**config.mk**
```make
export PLATFORM = sky130hd
export DESIGN_NAME = priority_feedback_task_scheduler
export DESIGN_NICKNAME = d
export VERILOG_FILES = /design/src/rtl/core/pfts_pkg.sv /design/src/rtl/core/priority_feedback_task_scheduler.sv /design/src/rtl/core/pfts_cfg.sv
export SDC_FILE = /design/constraint.sdc
export NUM_CORES = 2
export LEC_CHECK = 0
export BUFFER_PORTS_ARGS = -buffer_cell sky130_fd_sc_hd__buf_2
export CAP_MARGIN = 15
export CORE_MARGIN = 5
export CORE_UTILIZATION = 29
export DETAILED_ROUTE_END_ITERATION = 10
export GPL_TIMING_DRIVEN = 1
export PLACE_DENSITY = 0.46
export SLEW_MARGIN = 30
export SYNTH_ARGS = -nofsm -noshare
export SYNTH_HDL_FRONTEND = slang
export SYNTH_HIERARCHICAL = 1
export SYNTH_SLANG_ARGS = --single-unit
```
**constraint.sdc**
```tcl
create_clock -name clk -period 17.8 [get_ports clk]
set_clock_uncertainty 0.1 [all_clocks]
set_input_delay 1.78 -clock clk [delete_from_list [all_inputs] [get_ports clk]]
set_output_delay 1.78 -clock clk [all_outputs]
set_load 0.005 [all_outputs]
```
**src/rtl/core/pfts_pkg.sv**
```systemverilog
// shared types, constants and slice table for the priority feedback task scheduler
package pfts_pkg;

  localparam int MaxTasks   = 16;
  localparam int PrioLevels = 32;
  localparam int TaskW      = 4;
  localparam int PrioW      = 5;
  localparam int SliceW     = 5;
  localparam int BoostW     = 8;
  localparam int TickW      = 32;
  localparam int OpW        = 3;
  localparam int CfgIdxW    = 3;
  localparam int CfgDataW   = 16;

  typedef logic [TaskW-1:0] task_id_t;
  typedef logic [PrioW-1:0] prio_t;
  typedef logic [TickW-1:0] tick_t;

  localparam prio_t PrioMax = prio_t'(PrioLevels - 1);

  // event codes
  localparam logic [OpW-1:0] OP_TICK  = 3'd0;
  localparam logic [OpW-1:0] OP_ADMIT = 3'd1;
  localparam logic [OpW-1:0] OP_WAKE  = 3'd2;
  localparam logic [OpW-1:0] OP_BLOCK = 3'd3;
  localparam logic [OpW-1:0] OP_YIELD = 3'd4;

  // configuration register indexes
  localparam logic [CfgIdxW-1:0] CFG_AGING_INTERVAL = 3'd0;
  localparam logic [CfgIdxW-1:0] CFG_AGING_STARVE   = 3'd1;
  localparam logic [CfgIdxW-1:0] CFG_AGING_CAP      = 3'd2;
  localparam logic [CfgIdxW-1:0] CFG_AGING_SPAN     = 3'd3;
  localparam logic [CfgIdxW-1:0] CFG_DECAY_STEP     = 3'd4;

  typedef struct packed {
    logic [7:0]  interval;
    logic [15:0] starve;
    prio_t       cap;
    prio_t       span;
    prio_t       decay;
  } cfg_t;

  // time slice per priority band, zero means unlimited
  function automatic logic [SliceW-1:0] band_slice(input prio_t p);
    logic [SliceW-1:0] s;
    if (p == PrioMax) s = 5'd0;
    else if (p >= 5'd24) s = 5'd20;
    else if (p >= 5'd16) s = 5'd10;
    else if (p >= 5'd8) s = 5'd6;
    else if (p >= 5'd1) s = 5'd2;
    else s = 5'd1;
    return s;
  endfunction

endpackage

```
**src/rtl/core/priority_feedback_task_scheduler.sv**
```systemverilog
// top level of the priority feedback task scheduler: event sequencer and task tables
//
//   channel | direction | handshake          | payload
//   in_     | in        | in_valid/in_stall  | operation, task_id, priority_req, boost_count
//   out_    | out       | out_valid/out_stall| run_task, run_idle, switched, run_priority
//   cfg_    | in        | cfg_valid/cfg_ready| cfg_index, cfg_data
//
// one event at a time: a sequencer walks the task tables entry by entry
// an aging scan, when it fires, makes 16 task checks plus, per aged task, a queue
// unlink that walks the level's link chain (at most 16 entries) and a relink; the
// level pick scans down from the top level one level per cycle
// reset is synchronous; link, head and tail stores are not cleared, the queue
// discipline only reads entries it wrote
// a finished result sits in the output register while out_stall is high; the
// next event is taken as soon as the sequencer is back in idle
module priority_feedback_task_scheduler (
  input  logic                            clk,
  input  logic                            rst_n,
  input  logic                            in_valid,
  output logic                            in_stall,
  input  logic [pfts_pkg::OpW-1:0]        in_operation,
  input  logic [pfts_pkg::TaskW-1:0]      in_task_id,
  input  logic [pfts_pkg::PrioW-1:0]      in_priority_req,
  input  logic [pfts_pkg::BoostW-1:0]     in_boost_count,
  output logic                            out_valid,
  input  logic                            out_stall,
  output logic [pfts_pkg::TaskW-1:0]      out_run_task,
  output logic                            out_run_idle,
  output logic                            out_switched,
  output logic [pfts_pkg::PrioW-1:0]      out_run_priority,
  input  logic                            cfg_valid,
  output logic                            cfg_ready,
  input  logic [pfts_pkg::CfgIdxW-1:0]    cfg_index,
  input  logic [pfts_pkg::CfgDataW-1:0]   cfg_data
);

  typedef enum logic [4:0] {
    S_IDLE, S_DECODE, S_PUSH0, S_PUSH1, S_PULL0, S_PULL1, S_PULL2,
    S_AGE_CHK, S_AGE_T, S_AGE_INC, S_AGE_NEXT, S_QUANT, S_QUANT2,
    S_PICK_LV, S_PICK, S_PICK2, S_PICK3, S_REPORT
  } state_t;

  pfts_pkg::cfg_t cfg;

  pfts_cfg u_cfg (
    .clk       (clk),
    .rst_n     (rst_n),
    .cfg_valid (cfg_valid),
    .cfg_ready (cfg_ready),
    .cfg_index (cfg_index),
    .cfg_data  (cfg_data),
    .cfg       (cfg)
  );

  // sequencer registers
  state_t                       state_r, ret_r;
  logic [pfts_pkg::OpW-1:0]     op_r;
  pfts_pkg::prio_t              req_r;
  logic [pfts_pkg::BoostW-1:0]  bc_r;
  pfts_pkg::task_id_t           t_r;      // task under work
  pfts_pkg::prio_t              lv_r;     // level under work
  pfts_pkg::task_id_t           walk_r;   // link chain cursor
  pfts_pkg::task_id_t           lt_r;     // link of the task being unlinked
  logic [pfts_pkg::TaskW-1:0]   n_r;      // chain walk bound
  pfts_pkg::task_id_t           cur_task_r, prev_task_r;
  logic                         cur_valid_r, prev_valid_r, sw_r;
  pfts_pkg::tick_t              tick_r, aging_last_r;
  logic [pfts_pkg::PrioLevels-1:0] ready_mask_r;
  logic [pfts_pkg::MaxTasks-1:0]   ready_r;

  // per-task tables
  pfts_pkg::prio_t              prio_r  [pfts_pkg::MaxTasks];
  pfts_pkg::prio_t              base_r  [pfts_pkg::MaxTasks];
  logic [pfts_pkg::SliceW-1:0]  slice_r [pfts_pkg::MaxTasks];
  logic [pfts_pkg::BoostW-1:0]  boost_r [pfts_pkg::MaxTasks];
  pfts_pkg::tick_t              last_r  [pfts_pkg::MaxTasks];
  pfts_pkg::task_id_t           link_r  [pfts_pkg::MaxTasks];
  pfts_pkg::task_id_t           head_r  [pfts_pkg::PrioLevels];
  pfts_pkg::task_id_t           tail_r  [pfts_pkg::PrioLevels];

  // output register
  logic                         out_valid_r, out_idle_r, out_sw_r;
  pfts_pkg::task_id_t           out_task_r;
  pfts_pkg::prio_t              out_prio_r;

  // single read port per table, addressed by t_r or lv_r (the link table by walk_r or t_r)
  pfts_pkg::prio_t              t_prio, t_base;
  logic [pfts_pkg::SliceW-1:0]  t_slice, slice_dec;
  logic [pfts_pkg::BoostW-1:0]  t_boost;
  pfts_pkg::tick_t              t_last;
  logic                         t_ready, lv_bit;
  pfts_pkg::task_id_t           lv_head, lv_tail, link_rd, link_addr;
  logic [pfts_pkg::PrioW:0]     cap_sum;
  pfts_pkg::prio_t              age_cap, decay_sub, decay_prio;
  logic                         age_hit, age_due, id_free, same_task;

  always_comb begin
    t_prio    = prio_r[t_r];
    t_base    = base_r[t_r];
    t_slice   = slice_r[t_r];
    t_boost   = boost_r[t_r];
    t_last    = last_r[t_r];
    t_ready   = ready_r[t_r];
    lv_bit    = ready_mask_r[lv_r];
    lv_head   = head_r[lv_r];
    lv_tail   = tail_r[lv_r];
    link_addr = (state_r == S_PULL2) ? walk_r : t_r;
    link_rd   = link_r[link_addr];
    // aging limit: min(base + span, cap)
    cap_sum   = {1'b0, t_base} + {1'b0, cfg.span};
    age_cap   = (cap_sum > {1'b0, cfg.cap}) ? cfg.cap : cap_sum[pfts_pkg::PrioW-1:0];
    age_hit   = t_ready && (t_last != '0) &&
                ((tick_r - t_last) >= {16'd0, cfg.starve}) && (t_prio < age_cap);
    age_due   = (tick_r - aging_last_r) >= {24'd0, cfg.interval};
    slice_dec = (t_slice != '0) ? t_slice - 5'd1 : '0;
    decay_sub = (t_prio >= cfg.decay) ? t_prio - cfg.decay : '0;
    decay_prio = (decay_sub > t_base) ? decay_sub : t_base;
    id_free   = !(cur_valid_r && cur_task_r == t_r) && !t_ready;
    same_task = prev_valid_r && (prev_task_r == t_r);
  end

  assign in_stall         = (state_r != S_IDLE);
  assign out_valid        = out_valid_r;
  assign out_run_task     = out_task_r;
  assign out_run_idle     = out_idle_r;
  assign out_switched     = out_sw_r;
  assign out_run_priority = out_prio_r;

  always_ff @(posedge clk) begin
    if (!rst_n) begin
      state_r      <= S_IDLE;
      ret_r        <= S_IDLE;
      cur_task_r   <= '0;
      cur_valid_r  <= 1'b0;
      tick_r       <= '0;
      aging_last_r <= '0;
      ready_mask_r <= '0;
      ready_r      <= '0;
      out_valid_r  <= 1'b0;
      for (int i = 0; i < pfts_pkg::MaxTasks; i++) begin
        prio_r[i]  <= '0;
        base_r[i]  <= '0;
        slice_r[i] <= '0;
        boost_r[i] <= '0;
        last_r[i]  <= '0;
      end
    end else begin
      // the report step reloads the register itself when it is taken
      if (out_valid_r && !out_stall && state_r != S_REPORT) out_valid_r <= 1'b0;
      case (state_r)
        S_IDLE: begin
          if (in_valid) begin
            op_r         <= in_operation;
            req_r        <= in_priority_req;
            bc_r         <= in_boost_count;
            prev_valid_r <= cur_valid_r;
            prev_task_r  <= cur_task_r;
            if (in_operation == pfts_pkg::OP_BLOCK || in_operation == pfts_pkg::OP_YIELD)
              t_r <= cur_task_r;
            else
              t_r <= in_task_id;
            state_r <= S_DECODE;
          end
        end
        S_DECODE: begin
          ret_r <= S_AGE_CHK;
          case (op_r)
            pfts_pkg::OP_TICK: begin
              tick_r  <= tick_r + 32'd1;
              state_r <= S_AGE_CHK;
            end
            pfts_pkg::OP_ADMIT: begin
              if (id_free) begin
                base_r[t_r]  <= req_r;
                prio_r[t_r]  <= req_r;
                boost_r[t_r] <= '0;
                slice_r[t_r] <= '0;
                last_r[t_r]  <= '0;
                state_r      <= S_PUSH0;
              end else begin
                state_r <= S_AGE_CHK;
              end
            end
            pfts_pkg::OP_WAKE: begin
              if (id_free) begin
                if (bc_r != '0) begin
                  prio_r[t_r]  <= req_r;
                  boost_r[t_r] <= bc_r;
                end else begin
                  prio_r[t_r]  <= t_base;
                  boost_r[t_r] <= '0;
                end
                state_r <= S_PUSH0;
              end else begin
                state_r <= S_AGE_CHK;
              end
            end
            pfts_pkg::OP_BLOCK: begin
              cur_valid_r <= 1'b0;
              state_r     <= S_AGE_CHK;
            end
            pfts_pkg::OP_YIELD: begin
              if (cur_valid_r) begin
                slice_r[t_r] <= '0;
                if (t_prio == pfts_pkg::PrioMax) begin
                  // top priority goes straight back to its queue
                  cur_valid_r <= 1'b0;
                  state_r     <= S_PUSH0;
                end else begin
                  state_r <= S_AGE_CHK;
                end
              end else begin
                sw_r    <= 1'b0;
                state_r <= S_REPORT;
              end
            end
            default: begin
              // unknown event: report the running task unchanged
              sw_r    <= 1'b0;
              t_r     <= cur_task_r;
              state_r <= S_REPORT;
            end
          endcase
        end
        // append t_r to the tail of its level
        S_PUSH0: begin
          lv_r    <= t_prio;
          state_r <= S_PUSH1;
        end
        S_PUSH1: begin
          if (lv_bit) link_r[lv_tail] <= t_r;
          else head_r[lv_r] <= t_r;
          tail_r[lv_r]       <= t_r;
          ready_mask_r[lv_r] <= 1'b1;
          ready_r[t_r]       <= 1'b1;
          state_r            <= ret_r;
        end
        // unlink t_r from its level
        S_PULL0: begin
          lv_r    <= t_prio;
          lt_r    <= link_rd;
          n_r     <= '0;
          state_r <= S_PULL1;
        end
        S_PULL1: begin
          if (!lv_bit) begin
            ready_r[t_r] <= 1'b0;
            state_r      <= ret_r;
          end else if (lv_head == t_r) begin
            if (lv_tail == t_r) ready_mask_r[lv_r] <= 1'b0;
            else head_r[lv_r] <= lt_r;
            ready_r[t_r] <= 1'b0;
            state_r      <= ret_r;
          end else begin
            walk_r  <= lv_head;
            state_r <= S_PULL2;
          end
        end
        S_PULL2: begin
          if (link_rd == t_r) begin
            link_r[walk_r] <= lt_r;
            if (lv_tail == t_r) tail_r[lv_r] <= walk_r;
            ready_r[t_r] <= 1'b0;
            state_r      <= ret_r;
          end else if (walk_r == lv_tail ||
                       n_r == pfts_pkg::TaskW'(pfts_pkg::MaxTasks - 1)) begin
            ready_r[t_r] <= 1'b0;
            state_r      <= ret_r;
          end else begin
            walk_r <= link_rd;
            n_r    <= n_r + 4'd1;
          end
        end
        // starvation aging scan over all tasks, once the aging interval has elapsed
        S_AGE_CHK: begin
          if (age_due) begin
            aging_last_r <= tick_r;
            t_r          <= '0;
            state_r      <= S_AGE_T;
          end else begin
            t_r     <= cur_task_r;
            state_r <= S_QUANT;
          end
        end
        S_AGE_T: begin
          if (age_hit) begin
            ret_r   <= S_AGE_INC;
            state_r <= S_PULL0;
          end else begin
            state_r <= S_AGE_NEXT;
          end
        end
        S_AGE_INC: begin
          prio_r[t_r] <= t_prio + 5'd1;
          ret_r       <= S_AGE_NEXT;
          state_r     <= S_PUSH0;
        end
        S_AGE_NEXT: begin
          if (t_r == pfts_pkg::TaskW'(pfts_pkg::MaxTasks - 1)) begin
            t_r     <= cur_task_r;
            state_r <= S_QUANT;
          end else begin
            t_r     <= t_r + 4'd1;
            state_r <= S_AGE_T;
          end
        end
        // quantum accounting for the running task
        S_QUANT: begin
          if (!cur_valid_r) begin
            state_r <= S_PICK_LV;
          end else if (t_prio == pfts_pkg::PrioMax) begin
            sw_r    <= !same_task;
            state_r <= S_REPORT;
          end else begin
            slice_r[t_r] <= slice_dec;
            if (slice_dec != '0) begin
              sw_r    <= !same_task;
              state_r <= S_REPORT;
            end else begin
              if (t_boost != '0) begin
                boost_r[t_r] <= t_boost - 8'd1;
                if (t_boost == 8'd1) prio_r[t_r] <= t_base;
              end else if (t_prio > t_base) begin
                prio_r[t_r] <= decay_prio;
              end
              state_r <= S_QUANT2;
            end
          end
        end
        S_QUANT2: begin
          slice_r[t_r] <= pfts_pkg::band_slice(t_prio);
          cur_valid_r  <= 1'b0;
          ret_r        <= S_PICK_LV;
          state_r      <= S_PUSH0;
        end
        // pick the head of the highest non-empty level, or report idle when all levels are empty
        S_PICK_LV: begin
          if (ready_mask_r == '0) begin
            cur_valid_r <= 1'b0;
            cur_task_r  <= '0;
            sw_r        <= prev_valid_r;
            state_r     <= S_REPORT;
          end else begin
            lv_r    <= pfts_pkg::PrioMax;
            state_r <= S_PICK;
          end
        end
        S_PICK: begin
          if (lv_bit) state_r <= S_PICK2;
          else lv_r <= lv_r - 5'd1;
        end
        S_PICK2: begin
          t_r     <= lv_head;
          ret_r   <= S_PICK3;
          state_r <= S_PULL0;
        end
        S_PICK3: begin
          cur_task_r  <= t_r;
          cur_valid_r <= 1'b1;
          last_r[t_r] <= tick_r;
          if (t_slice == '0) slice_r[t_r] <= pfts_pkg::band_slice(t_prio);
          sw_r        <= !same_task;
          state_r     <= S_REPORT;
        end
        S_REPORT: begin
          if (!out_valid_r || !out_stall) begin
            out_valid_r <= 1'b1;
            out_task_r  <= cur_valid_r ? cur_task_r : '0;
            out_idle_r  <= !cur_valid_r;
            out_sw_r    <= sw_r;
            out_prio_r  <= cur_valid_r ? t_prio : '0;
            state_r     <= S_IDLE;
          end
        end
        default: state_r <= S_IDLE;
      endcase
    end
  end

  // the running task is never also waiting in a queue
  a_run_not_ready: assert property (@(posedge clk) disable iff (!rst_n)
    (state_r == S_IDLE && cur_valid_r) |-> !ready_r[cur_task_r])
    else $error("running task still marked ready");

  // some task is queued exactly when some level is non-empty
  a_mask_matches_ready: assert property (@(posedge clk) disable iff (!rst_n)
    (state_r == S_IDLE) |-> ((ready_mask_r != '0) == (ready_r != '0)))
    else $error("ready mask out of step with ready flags");

  // a result is only loaded from the report step
  a_out_from_report: assert property (@(posedge clk) disable iff (!rst_n)
    (out_valid_r && !$past(out_valid_r)) |-> ($past(state_r) == S_REPORT))
    else $error("result appeared outside the report step");

endmodule

```
**src/rtl/core/pfts_cfg.sv**
```systemverilog
// configuration register file of the scheduler
module pfts_cfg (
  input  logic                           clk,
  input  logic                           rst_n,
  input  logic                           cfg_valid,
  output logic                           cfg_ready,
  input  logic [pfts_pkg::CfgIdxW-1:0]   cfg_index,
  input  logic [pfts_pkg::CfgDataW-1:0]  cfg_data,
  output pfts_pkg::cfg_t                 cfg
);

  pfts_pkg::cfg_t cfg_r;

  assign cfg_ready = 1'b1;
  assign cfg       = cfg_r;

  always_ff @(posedge clk) begin
    if (!rst_n) begin
      cfg_r.interval <= 8'd10;
      cfg_r.starve   <= 16'd40;
      cfg_r.cap      <= 5'd23;
      cfg_r.span     <= 5'd8;
      cfg_r.decay    <= 5'd2;
    end else if (cfg_valid) begin
      case (cfg_index)
        pfts_pkg::CFG_AGING_INTERVAL: cfg_r.interval <= cfg_data[7:0];
        pfts_pkg::CFG_AGING_STARVE:   cfg_r.starve   <= cfg_data;
        pfts_pkg::CFG_AGING_CAP:      cfg_r.cap      <= cfg_data[4:0];
        pfts_pkg::CFG_AGING_SPAN:     cfg_r.span     <= cfg_data[4:0];
        pfts_pkg::CFG_DECAY_STEP:     cfg_r.decay    <= cfg_data[4:0];
        default: ;
      endcase
    end
  end

endmodule
```
== After elaboration in Yosys (flattened, before gate mapping) ==
Memories as Yosys holds them, arrays and structs flattened. A register that Yosys moved wholly into a read port is not among the register bits.
Index checks and enable logic that the tools add are counted.

* Add/subtract/negate cells: 11
* Magnitude comparators: 15
* Equal/unequal tests: 59
* Multiplexer cells: 215
* Bitwise gates (word level): 21
* Reduce and logical (&&, ||, !) cells: 73

{| class="wikitable"
|+ Operator list
! kind !! count
|-
| two-way mux 5 bit || 40
|-
| two-way mux 32 bit || 5
|-
| two-way mux 4 bit || 29
|-
| two-way mux 1 bit || 109
|-
| case mux 5 bit (17 select lines) || 1
|-
| two-way mux 16 bit || 4
|-
| case mux 32 bit (2 select lines) || 1
|-
| subtractor 32 bit || 2
|-
| case mux 16 bit (3 select lines) || 1
|-
| == test 5 x 4 -> 1 bit, second input constant || 8
|-
| adder 32 x 1 -> 32 bit, second input constant || 1
|-
| bitwise AND 32 bit || 1
|-
| >= comparator 32 x 16 -> 1 bit || 1
|-
| >= comparator 32 x 8 -> 1 bit || 1
|-
| logical NOT 32 bit || 1
|-
| two-way mux 8 bit || 4
|-
| != test 2 bit, second input constant || 16
|-
| NOT 32 bit || 1
|-
| OR 32 bit || 1
|-
| nonzero test 32 bit || 1
|-
| OR reduction 32 bit || 1
|-
| case mux 5 bit (3 select lines) || 2
|-
| case mux 5 bit (5 select lines) || 1
|-
| nonzero test 5 bit || 5
|-
| 62 further kinds || 157
|}

* Bits in registers: 221
* Memory bits (writable): 1200
* Bits of input ports: 44
* Output and inout port bits: 14
* Word-level logic and storage cells: 431
* Memories kept: 8

{| class="wikitable"
|+ Memory list
! memory !! depth !! bits a word !! rd ports !! clocked after memory_dff !! wr ports !! line !! text
|-
| last_r || 16 || 32 || 1 || 1 || 16 || priority_feedback_task_scheduler.sv:76 || <nowiki>pfts_pkg::tick_t last_r [pfts_pkg::MaxTasks];</nowiki>
|-
| boost_r || 16 || 8 || 1 || 1 || 16 || priority_feedback_task_scheduler.sv:75 || <nowiki>logic [pfts_pkg::BoostW-1:0] boost_r [pfts_pkg::MaxTasks];</nowiki>
|-
| head_r || 32 || 4 || 1 || 1 || 1 || priority_feedback_task_scheduler.sv:78 || <nowiki>pfts_pkg::task_id_t head_r [pfts_pkg::PrioLevels];</nowiki>
|-
| tail_r || 32 || 4 || 1 || 1 || 1 || priority_feedback_task_scheduler.sv:79 || <nowiki>pfts_pkg::task_id_t tail_r [pfts_pkg::PrioLevels];</nowiki>
|-
| base_r || 16 || 5 || 1 || 1 || 16 || priority_feedback_task_scheduler.sv:73 || <nowiki>pfts_pkg::prio_t base_r [pfts_pkg::MaxTasks];</nowiki>
|-
| prio_r || 16 || 5 || 1 || 1 || 16 || priority_feedback_task_scheduler.sv:72 || <nowiki>pfts_pkg::prio_t prio_r [pfts_pkg::MaxTasks];</nowiki>
|-
| 2 more memories || n/a || n/a || n/a || n/a || n/a || n/a ||
|}

== Logic depth before layout (Yosys ltp) ==
* Depth after elaboration: 16
* Depth in mapped cells: 32
* Mapped depth without buffers: 24

== Hierarchy ==
The synthesis kept the hierarchy.

{| class="wikitable"
|+ Modules (own cells, without submodules)
! module !! instances !! cells each !! area an instance (um2) !! seq. area each (um2)
|-
| priority_feedback_task_scheduler || 1 || 5330 || 67254.5 || 40398.7
|-
| pfts_cfg || 1 || 158 || 1562.7 || 780.7
|}

== Least setup slack after synthesis ==
No wires, ideal clock.

* Path type: register -> register
* Start: reg (tool-made name)
* End: reg ret_r[1]
* Data arrival time: 6.314 ns
* Data required time: 17.581 ns
* Slack: 11.267 ns
* Cell stages (with the launch flop): 29
* Path buffers: 8
* Cells stage by stage: dfxtp_1 -> buf_2 -> buf_2 -> buf_2 -> buf_2 -> buf_2 -> buf_2 -> buf_2 -> buf_1 -> mux4_2 -> a221oi_1 -> ha_1 -> a21oi_1 -> and2_1 -> nor2_1 -> a31oi_1 -> o21ai_0 -> xor2_1 -> ha_1 -> a21o_1 -> a21o_1 -> a211oi_1 -> o2111ai_1 -> a2111oi_0 -> nand3_1 -> nor4b_1 -> o21a_1 -> nor3_1 -> o221a_2

{| class="wikitable"
|+ RTL lines
! element !! line !! text
|-
| to (signal assigned) || priority_feedback_task_scheduler.sv:132 || <nowiki>ret_r <= S_IDLE;</nowiki>
|-
| to (signal assigned) || priority_feedback_task_scheduler.sv:166 || <nowiki>ret_r <= S_AGE_CHK;</nowiki>
|-
| to (signal assigned) || priority_feedback_task_scheduler.sv:287 || <nowiki>ret_r <= S_AGE_INC;</nowiki>
|-
| to (decl) || priority_feedback_task_scheduler.sv:56 || <nowiki>state_t state_r, ret_r;</nowiki>
|}

==> metrics.csv <==
metric,value,unit
startpoint_type,flop,
p_per_area,127,nW/µm²
grt_pass1_wl,321,mm
hold_slack,0.357,ns
wirelength,219,mm
die_y,497,µm
synth_adder_area_share,2.59,%
power_switching,3.23,mW
switching_share,32.6,%
drive_gt1_share,15.0,%
dp.cells,8413,
setup_slack,9.55,ns
gp_congestion,0.856,
synth-compound-area-share,7.03,%
coreArea,236000,µm²
gr-total-overflow,0,
cp_slowest_cell,buf_4,
max_freq,121,MHz
clock_power_share,33.6,%
cts-root-buf,clkbuf_16,
hold_depth,2,
fill_cells,23398,
grt_max_degree,97,
synth_nets,5672,
maxCapViolCount,0,
r2r_end,ret_r[1]$_SDFFE_PN0P_,
avgSynthCellArea,12.5,µm²
yosys_warnings,6,
start_util,29.2,%
clk_transition_reported_paths,0.06,ns
min-delay-path-class,flop to flop,
antenna_found_initial,9,
drt_iter0_markers,4172,
crit_path_max_incr_delay,0.70,ns
reg2reg_depth,22,
setup_tns,0,ns
slew_viol_final,0,
ant_nets,0,
first_global_vias,45778,
synth_top_family_by_area,simple AND/OR/NAND/NOR gates,
crit_path_frequent_cell,o21ai_0,
min_period,8.25,ns
final_common_cell,edfxtp_1,
cts_made_buffers,162,
synthXorXnorAreaFrac,1.44,%
rows,178,
mostFrequentLayoutCells,"1254 x edfxtp_1, 1086 x nor2_1, 343 x nand2_1",
avgViaCountPerCell,5.22,
cts_setup_buffers,0,
cts.sinks,1430,
wl_per_cell,25.1,µm
h-tree-depth,4,
hold_buffers,0,
synth-main-ff-cell,edfxtp_1,
ios,58,
synth_top_area_share,54.7,%
intPower,6.69,mW
post_cts_resized,0,
reg2reg_setup_slack,9.55,ns
crit_chain,buf_12 -> buf_4 -> mux4_2 -> mux4_2 -> ha_1 -> fa_1 -> nand2b_1 -> a21oi_1 -> o21ai_0 -> o21ai_0 -> xor2_1 -> ha_1 -> nand4_1 -> a211oi_1 -> o21ai_0 -> o221ai_1 -> a2111oi_0 -> nand3_1 -> nor4b_4 -> o21a_1 -> nor3_1 -> o221a_2,
die-area,247000,µm²
die_w,497,µm
ir_drop,0.0925,mV
rsz0062_at_grt,false,
worst_ep_required_time,18.36,ns
synthCells,5488,
synthMuxAreaShare,12.9,%
setup_violations,0,
utilization,33.2,%
synth_seq_cells,1430,
cp.arrival,8.81,ns
end_kind,flop,
multi_input_area,26000,µm²
seq_area_frac_synth,59.8,%
syn_area,68800,µm²
area_delta_synth_final,13.6,%
max-slew-margin-rel,28.2,%
yosys.area.top_type,edfxtp_1,
io_buffer_count,56,
combPwrFrac,27.4,%
synthArstFlopShare,0,%
clk_latency,0.82,ns
fin_crit_sh,46.3,%
synth_area_leaders,"edfxtp_1 55%, mux4_2 9.8%, nor2_1 5.9%",
status,finished clean,
tritoncts,built,
nets,5614,
criticalPathCategory,flop to flop,
worst_pin_slew,1.07,ns
worstHoldStart,u_cfg/cfg[33]$_SDFFE_PN0P_,
synthSimpleGateAreaFrac,13.0,%
first_pass_iters,6,
regArea,41200,µm²
instances_no_fill,8714,
drc,0,
synth.distinct_cells,87,
max-clock-path-buffers,3,
grt_usage,17.3,%
crit_path_max_fanout,88,
hold_violations,0,
p_leak,26.2,nW
p_seq_share,39.1,%
vias,45456,
hold-path-endpoint,u_cfg/cfg[33]$_SDFFE_PN0P_,
hpwlAfterDp,141,mm
synth-edff-count,1254,
place_ws,9.29,ns
critical path: cells and delay by family, from the launching register on:
family / cells / cell delay, ns
AOI/OAI and AO/OA: 9 / 2.41
and+or+nand+nor: 5 / 1.27
buffers and inverters: 2 / 1.25
muxes: 2 / 1.12
adders and majority gates: 3 / 0.96
DFF: 1 / 0.60
xor gates and xnor gates: 1 / 0.14
Yosys cell counts, types with 11 or more instances:
cell type,instances
a2111oi_0,11
a211oi_1,47
a21o_1,31
a21oi_1,165
a221oi_1,36
a22o_1,22
a22oi_1,31
a311oi_1,40
a31oi_1,11
and2_1,32
and3_1,26
and4_1,11
buf_1,30
buf_2,55
buf_4,21
clkbuf_1,295
dfxtp_1,176
edfxtp_1,1254
ha_1,136
inv_1,118
mux2_2,22
mux2i_1,190
mux4_2,300
nand2_1,355
nand2b_1,67
nand3_1,68
nand4_1,39
nor2_1,1090
nor2b_1,44
nor3_1,225
nor4_1,34
o211ai_1,24
o21a_1,22
o21ai_0,167
o22ai_1,15
or3_1,17
xnor2_1,56
xor2_1,57
layer usage:
metal | GRT usage [%] | wire length [µm] | up-vias
li1 | - | - | 20370
met1 | 24.1 | 97500 | 23336
met2 | 27.9 | 103000 | 1442
met3 | 3.11 | 13500 | 308
met4 | 4.25 | 5000 | 0
met5 | 0 | 0 | -
how the worst max path moves through the flow:
stage,from,endpoint,slack (ns),cells after the start
2_1_floorplan,flop,ret_r[1]$_SDFFE_PN0P_,11.27,28
3_3_place_gp,flop,ret_r[1]$_SDFFE_PN0P_,9.32,24
3_5_place_dp,flop,ret_r[1]$_SDFFE_PN0P_,9.29,23
4_1_cts,flop,ret_r[1]$_SDFFE_PN0P_,9.27,23
5_1_grt,flop,ret_r[1]$_SDFFE_PN0P_,8.98,22
6_report,flop,ret_r[1]$_SDFFE_PN0P_,9.55,22
kinds of logic (layout without fill, tap and decap cells):
group | Yosys count | count (layout)
simple gates | 2050 | 2050
compound gates | 717 | 717
xor+xnor | 113 | 113
buf+inv | 525 | 600
other cells | 1 | 2
mux | 512 | 512
flops | 1430 | 1430
fa+ha+maj | 140 | 140
stage by stage:
stage | area (µm²) | total power, mW
CTS | 78100 | 10.0
global placement | 72700 | 6.65
global route | 78200 | 10.4
finish | 78200 | 9.92
detailed placement | 72900 | 6.66
floorplan | 68800 | 5.76
state kept, by name (all words and copies together), names as in the netlist, 5 cells and up, named ones only:
register,count
tail_r,128
base_r,80
tick_r,32
boost_r,128
last_r,512
slice_r,80
aging_last_r,32
u_cfg/cfg,39
req_r,5
lv_r,5
bc_r,8
out_run_priority,5
prio_r,80
link_r,64
head_r,128
state_r,5
ret_r,5
cell type report:
cell class	count	share of cell area [%]
clock inverters	80	1.14
flip-flops and latches	1430	52.7
diodes	1	0.00320
clock buffers	217	5.59
inverters	120	0.579
repair buffers	183	1.66
well taps	3150	5.04
multi-input cells	3533	33.3
power by group through the flow:
| stage | Sequential [mW] | Combinational, mW | Clock, mW |
|---|---|---|---|
| after global placement | 3.95 | 2.70 | 0 |
| after global routing | 3.89 | 2.93 | 3.55 |
| final | 3.88 | 2.72 | 3.33 |
| after detailed placement | 3.95 | 2.71 | 0 |
| after floorplan | 3.87 | 1.89 | 0 |
| after CTS | 3.88 | 2.72 | 3.40 |
Note: power is estimated with default switching activity, not from simulation.
